--- config.mk ---
export PLATFORM = sky130hd
export DESIGN_NAME = escape_rle_varint_decoder_top
export DESIGN_NICKNAME = d
export VERILOG_FILES = /design/src/hw/rtl/erv_pkg.sv /design/src/hw/rtl/erv_core.sv /design/src/hw/rtl/escape_rle_varint_decoder_top.sv
export SDC_FILE = /design/constraint.sdc
export NUM_CORES = 1
export LEC_CHECK = 0
export BUFFER_PORTS_ARGS = -buffer_cell sky130_fd_sc_hd__clkbuf_2
export CAP_MARGIN = 25
export CORE_UTILIZATION = 30
export DETAILED_ROUTE_END_ITERATION = 7
export PLACE_DENSITY_LB_ADDON = 0.1
export SETUP_SLACK_MARGIN = 0.4
export SLEW_MARGIN = 5
export SYNTH_ARGS = -nofsm -noshare
export SYNTH_HDL_FRONTEND = slang
export SYNTH_SLANG_ARGS = --single-unit
--- constraint.sdc ---
create_clock -name i_clk -period 5.4 [get_ports i_clk]
set_input_delay 1.08 -clock i_clk [delete_from_list [all_inputs] [get_ports i_clk]]
set_output_delay 1.08 -clock i_clk [all_outputs]
set_load 0.05 [all_outputs]
--- src/hw/rtl/erv_pkg.sv ---
package erv_pkg;

    localparam int unsigned MAX_LENGTH_BYTES_DEF = 5;
    localparam int unsigned COUNT_WIDTH_DEF      = 32;

    localparam logic [7:0] ESCAPE_BYTE = 8'hFF;
    localparam int unsigned DATA_BITS  = 7;
    localparam int unsigned MORE_BIT   = 7;

    localparam int unsigned RUN_W = 32;

    typedef enum logic [1:0] {
        PH_IDLE  = 2'd0,
        PH_COUNT = 2'd1,
        PH_VALUE = 2'd2
    } t_phase;

    typedef struct packed {
        logic             valid;
        logic [7:0]       pixel_index;
        logic [RUN_W-1:0] run_length;
        logic             bad_run;
    } t_result;

endpackage

--- src/hw/rtl/erv_core.sv ---
module erv_core #(
    parameter int unsigned MAX_LENGTH_BYTES = erv_pkg::MAX_LENGTH_BYTES_DEF,
    parameter int unsigned COUNT_WIDTH      = erv_pkg::COUNT_WIDTH_DEF
) (
    input  logic            i_clk,
    input  logic            i_rst_n,
    input  logic            i_accept,
    input  logic [7:0]      i_code_byte,
    output erv_pkg::t_result o_result
);
    import erv_pkg::*;

    localparam int unsigned PART_W = DATA_BITS * MAX_LENGTH_BYTES;
    localparam int unsigned EXT_W  = (PART_W > COUNT_WIDTH) ? PART_W : COUNT_WIDTH;

    t_phase                 r_phase, n_phase;
    logic [COUNT_WIDTH-1:0] r_acc, n_acc;
    logic [2:0]             r_idx, n_idx;
    logic                   r_ovf, n_ovf;

    logic [5:0]             w_shamt;
    logic [EXT_W-1:0]       w_part;
    logic                   w_bad;
    logic                   w_more;

    // shift amount = 7 * index
    assign w_shamt = {r_idx, 3'b000} - {3'b000, r_idx};
    assign w_part  = EXT_W'(i_code_byte[DATA_BITS-1:0]) << w_shamt;
    assign w_bad   = r_ovf || (r_acc == '0);
    assign w_more  = i_code_byte[MORE_BIT];

    // next phase
    always_comb begin
        n_phase = r_phase;
        case (r_phase)
            PH_COUNT: begin
                if (!w_more) n_phase = PH_VALUE;
            end
            PH_VALUE: begin
                n_phase = PH_IDLE;
            end
            default: begin
                n_phase = (i_code_byte == ESCAPE_BYTE) ? PH_COUNT : PH_IDLE;
            end
        endcase
    end

    // count state and result
    always_comb begin
        n_acc    = r_acc;
        n_idx    = r_idx;
        n_ovf    = r_ovf;
        o_result = '0;
        o_result.pixel_index = i_code_byte;
        case (r_phase)
            PH_COUNT: begin
                if (r_idx < 3'(MAX_LENGTH_BYTES)) begin
                    n_acc = r_acc | w_part[COUNT_WIDTH-1:0];
                end else begin
                    n_ovf = 1'b1;
                end
                if (r_idx != 3'd7) n_idx = r_idx + 3'd1;
            end
            PH_VALUE: begin
                o_result.valid      = 1'b1;
                o_result.bad_run    = w_bad;
                o_result.run_length = w_bad ? '0 : RUN_W'(r_acc);
                n_acc = '0;
                n_idx = '0;
                n_ovf = 1'b0;
            end
            default: begin
                // escape clears the count state; literal leaves it clear
                n_acc = '0;
                n_idx = '0;
                n_ovf = 1'b0;
                if (i_code_byte != ESCAPE_BYTE) begin
                    o_result.valid      = 1'b1;
                    o_result.run_length = RUN_W'(1);
                end
            end
        endcase
    end

    always_ff @(posedge i_clk) begin
        if (!i_rst_n) begin
            r_phase <= PH_IDLE;
            r_acc   <= '0;
            r_idx   <= '0;
            r_ovf   <= 1'b0;
        end else if (i_accept) begin
            r_phase <= n_phase;
            r_acc   <= n_acc;
            r_idx   <= n_idx;
            r_ovf   <= n_ovf;
        end
    end

    a_count_no_result: assert property (@(posedge i_clk) disable iff (!i_rst_n)
        (r_phase == PH_COUNT) |-> !o_result.valid)
        else $error("result produced on a count byte");

    a_value_clears: assert property (@(posedge i_clk) disable iff (!i_rst_n)
        (i_accept && r_phase == PH_VALUE) |=>
            (r_phase == PH_IDLE && r_acc == '0 && r_idx == '0 && !r_ovf))
        else $error("run state not cleared after value byte");

    a_ovf_idx: assert property (@(posedge i_clk) disable iff (!i_rst_n)
        r_ovf |-> (r_idx >= 3'(MAX_LENGTH_BYTES)))
        else $error("overflow flagged before count byte limit");

endmodule

--- src/hw/rtl/escape_rle_varint_decoder_top.sv ---
// Escape run-length decoder with a 7-bit-per-byte little-endian run count.
// Slave channel (i_s_*): one compressed byte per item in tdata[7:0].
//   Byte 255 opens a run: count bytes follow (bit 7 = another follows),
//   then one value byte. Any other byte outside a run is a literal.
// Master channel (o_m_*): one item per literal or finished run.
//   tdata[7:0] = pixel_index, tdata[39:8] = run_length; tuser = bad_run.
//   A bad run (zero count, or more than MAX_LENGTH_BYTES count bytes) comes
//   out with bad_run 1 and run_length 0.
// The result of a byte is on the master side the cycle after that byte is
//   accepted. Escape and count bytes produce no item.
// Throughput: one byte per cycle unless stalled. The single output register
//   is refilled in the same cycle it is drained, so o_s_tready = !full || i_m_tready.
// Stall: while the output item waits for i_m_tready, o_s_tready drops and
//   the decode state holds; nothing is lost or repeated.
// Reset (i_rst_n low, synchronous): phase returns to literal/escape, run
//   state clears and the output register empties.
module escape_rle_varint_decoder_top #(
    parameter int unsigned MAX_LENGTH_BYTES = erv_pkg::MAX_LENGTH_BYTES_DEF,
    parameter int unsigned COUNT_WIDTH      = erv_pkg::COUNT_WIDTH_DEF
) (
    input  logic        i_clk,
    input  logic        i_rst_n,
    input  logic        i_s_tvalid,
    output logic        o_s_tready,
    input  logic [7:0]  i_s_tdata,   // [7:0] code_byte
    output logic        o_m_tvalid,
    input  logic        i_m_tready,
    output logic [39:0] o_m_tdata,   // [7:0] pixel_index, [39:8] run_length
    output logic        o_m_tuser    // [0] bad_run
);
    import erv_pkg::*;

    logic    w_accept;
    t_result w_res;

    logic             r_out_valid;
    logic [7:0]       r_pixel;
    logic [RUN_W-1:0] r_run;
    logic             r_bad;

    assign o_s_tready = !r_out_valid || i_m_tready;
    assign w_accept   = i_s_tvalid && o_s_tready;

    erv_core #(
        .MAX_LENGTH_BYTES(MAX_LENGTH_BYTES),
        .COUNT_WIDTH     (COUNT_WIDTH)
    ) u_core (
        .i_clk      (i_clk),
        .i_rst_n    (i_rst_n),
        .i_accept   (w_accept),
        .i_code_byte(i_s_tdata),
        .o_result   (w_res)
    );

    // output register: valid bit under reset, payload loads on accept of a byte with a result
    always_ff @(posedge i_clk) begin
        if (!i_rst_n) begin
            r_out_valid <= 1'b0;
        end else if (o_s_tready) begin
            r_out_valid <= w_accept && w_res.valid;
        end
    end

    always_ff @(posedge i_clk) begin
        if (w_accept && w_res.valid) begin
            r_pixel <= w_res.pixel_index;
            r_run   <= w_res.run_length;
            r_bad   <= w_res.bad_run;
        end
    end

    assign o_m_tvalid = r_out_valid;
    assign o_m_tdata  = {r_run, r_pixel};
    assign o_m_tuser  = r_bad;

    a_bad_zero: assert property (@(posedge i_clk) disable iff (!i_rst_n)
        (o_m_tvalid && o_m_tuser) |-> (o_m_tdata[39:8] == '0))
        else $error("bad run with nonzero length");

    a_good_nonzero: assert property (@(posedge i_clk) disable iff (!i_rst_n)
        (o_m_tvalid && !o_m_tuser) |-> (o_m_tdata[39:8] != '0))
        else $error("good run with zero length");

    a_no_overwrite: assert property (@(posedge i_clk) disable iff (!i_rst_n)
        (r_out_valid && !i_m_tready) |-> !w_accept)
        else $error("input accepted while output item stalled");

endmodule
==> results.json <==
{
  "cp_max_fo": 7,
  "arrival_ns": 2.01,
  "ir_drop_mv": 0.117,
  "gp_routability_congestion": 0.806,
  "nNetsFinal": 368,
  "vias": 2456,
  "cts_buffers": 9,
  "die_w_um": 110,
  "place_hpwl_um": 6000,
  "fill_cells": 1157,
  "die_h_um": 110,
  "firstDrtPassIters": 4,
  "ioPinCount": 55,
  "grt_pass1_vias": 2360,
  "p_per_area_mw_per_mm2": 344,
  "fin_crit_ns": 3.09,
  "finalCritPeriodShare_pct": 57.2,
  "hold_viol": 0,
  "drc": 0,
  "whs_ns": 0.486,
  "async_flop_share_pct": 0,
  "place_ws_ns": 2.09,
  "synth_seq_cells": 80,
  "maxCapViolations": 0,
  "syn_avg_cell_area_um2": 11.8,
  "grt_max_degree": 30,
  "path_clk_slew_ns": 0.06,
  "fin_skew_ns": 0.00849,
  "grt_usage_pct": 14.7,
  "root_buffer": "clkbuf_16",
  "final_antenna_net_count": 0,
  "synth_nets": 314,
  "clk_path_buf_depth": 2,
  "grt_pass1_wl_um": 12800,
  "setup_tns_ns": 0,
  "grt_overflow": 0,
  "synth_area_mm2": 0.00349,
  "core_mm2": 0.0114,
  "setup_ws_ns": 2.31,
  "yosys.cell_types.count": 49,
  "slew_violations": 0,
  "cts_tree": "yes",
  "max_freq_mhz": 324,
  "io_buffers": 54,
  "register_area_mm2": 0.00201,
  "drt_wl_total_um": 8290,
  "synth_edf_count": 41,
  "insertion_delay_ns": 0.33,
  "tightest_slew_ns": 0.940,
  "start_kind": "input pin",
  "synth_ff_type": "edfxtp_1",
  "multi_input_area_mm2": 0.00140,
  "row_count": 39,
  "rsz0062_at_grt": "no",
  "post_cts_resize_count": 0,
  "syn_inst": 297,
  "htreeDepth": 3,
  "dpl_cell_area_mm2": 0.00392,
  "end_kind": "primary output",
  "cp_data_required_time_ns": 4.32,
  "antenna_found_initial": 0,
  "start_util_pct": 30.7,
  "routed_via_density": 4.92,
  "drt-initial-drc-count": 144,
  "ys_seq_area_share_pct": 57.6,
  "r2r_slack_ns": 2.47,
  "clock_sinks": 80,
  "hold_path.class": "reg -> reg",
  "finalSetupViolCount": 0,
  "die-area_mm2": 0.0121,
  "status": "complete, no violations",
  "finalInstanceArea_mm2": 0.00421,
  "yosys_warnings": 0,
  "post-cts-setup-buffers": 0,
  "p_leak_nw": 1.58,
  "holdBufCountCts": 0,
  "drive_above_1_share_pct": 23.6,
  "power_mw": 1.45,
  "slew_headroom_pct": 37.2,
  "n_antenna_cell": 0,
  "syn2layout_area_growth_pct": 20.5,
  "crit_type": "in -> out",
  "routedWlPerCell_um": 16.6
}
[Yosys cell counts, types with 2 or more instances]
| master | n | area share (%) |
|---|---|---|
| a31oi_1 | 2 | 0.36 |
| a2111oi_2 | 2 | 0.86 |
| nor4_1 | 8 | 1.4 |
| o21ai_0 | 9 | 1.3 |
| nor2_1 | 14 | 1.5 |
| inv_1 | 9 | 0.97 |
| nor3_1 | 2 | 0.29 |
| clkbuf_1 | 6 | 0.65 |
| nand3b_1 | 4 | 0.86 |
| xnor2_1 | 2 | 0.50 |
| a32o_1 | 7 | 2.0 |
| a211o_1 | 2 | 0.50 |
| o21a_1 | 4 | 0.86 |
| a22oi_1 | 2 | 0.43 |
| and2_1 | 32 | 5.7 |
| nor3b_1 | 3 | 0.65 |
| o41ai_1 | 2 | 0.50 |
| a21boi_0 | 2 | 0.43 |
| dfxtp_1 | 39 | 22 |
| buf_2 | 7 | 1.0 |
| mux2i_1 | 9 | 2.6 |
| or2_1 | 2 | 0.36 |
| a211oi_4 | 2 | 1.1 |
| o22ai_1 | 2 | 0.36 |
| mux2_2 | 4 | 1.3 |
| a22o_1 | 14 | 3.5 |
| a21oi_1 | 8 | 1.1 |
| nand2_1 | 23 | 2.5 |
| and3_1 | 2 | 0.36 |
| and4_1 | 4 | 1.0 |
| nor2b_1 | 2 | 0.36 |
| ha_1 | 5 | 1.8 |
| nand3_1 | 4 | 0.57 |
| xor2_1 | 2 | 0.50 |
| edfxtp_1 | 41 | 35 |
| o211ai_1 | 2 | 0.43 |
[layout by cell type (no fill, tap or decap), types with 5 or more instances in the layout]
master,Yosys,routed
inv_1,9,9
a32o_1,7,7
o21ai_0,9,9
nor4_1,8,8
a21oi_1,8,8
a22o_1,14,14
clkbuf_2,0,54
clkbuf_16,0,9
ha_1,5,5
edfxtp_1,41,41
dfxtp_1,39,39
mux2i_1,9,9
nor2_1,14,14
and2_1,32,32
nand2_1,23,23
[path summary, 6_finish.rpt]
kind / to / depth (start not counted) / from
max: o_s_tready / 4 / i_m_tready
min: u_core.r_acc[21] / 2 / u_core.r_acc[21]
min reg2reg: u_core.r_acc[21] / 2 / u_core.r_acc[21]
max reg2reg: u_core.r_acc[22] / 6 / u_core.r_idx[0]
[critical path, cell delays in order]
cell and delay [ns]:
clkbuf_2 0.08, nor2b_1 0.39, inv_1 0.18, clkbuf_2 0.28
[layout make-up]
type | instances | share of cell area [%]
flip-flops and latches | 80 | 47.8
multi-input cells | 194 | 33.3
repair buffers | 57 | 6.96
clock buffers | 10 | 5.44
well taps | 143 | 4.25
clock inverters | 6 | 1.43
inverters | 9 | 0.803
[per-stage QoR]
stage / utilization [%] / cells
CTS: 37.0 / 499
floorplan: - / 297
detailed placement: 34.5 / 483
finish: 37.0 / 499
global placement: 34.5 / 483
global route: 37.0 / 499
[metal layers]
layer | track usage, % | part of all wire, % | vias up
met5 | 0 | 0 | -
li1 | - | - | 1216
met2 | 23.3 | 45 | 64
met4 | 6.95 | 2.2 | 0
met3 | 3.56 | 4.6 | 13
met1 | 18.9 | 48 | 1163
[flip-flops by register name, indices dropped and copies added, names as in the netlist]
name	flops
o_m_tuser	1
o_m_tvalid	1
r_pixel	8
r_run	32
u_core.r_acc	32
u_core.r_idx	3
u_core.r_ovf	1
u_core.r_phase	2
[power breakdown]
| part | switching [mW] | total (mW) | internal, mW |
|---|---|---|---|
| clock | 0.241 | 0.597 | 0.356 |
| sequential | 0.00946 | 0.671 | 0.661 |
| combinational | 0.136 | 0.179 | 0.0431 |
| total | 0.387 | 1.45 | 1.06 |
[cell families after synthesis]
logic type	count (synthesis)	synth area share [%]
buffers and inverters	23	2.94
xor gates and xnor gates	4	1.00
AOI/OAI and AO/OA	67	15.5
and+or+nand+nor	104	16.6
DFF	80	57.6
muxes	14	4.52
adders and majority gates	5	1.79
(Power assumes the default switching activity.)
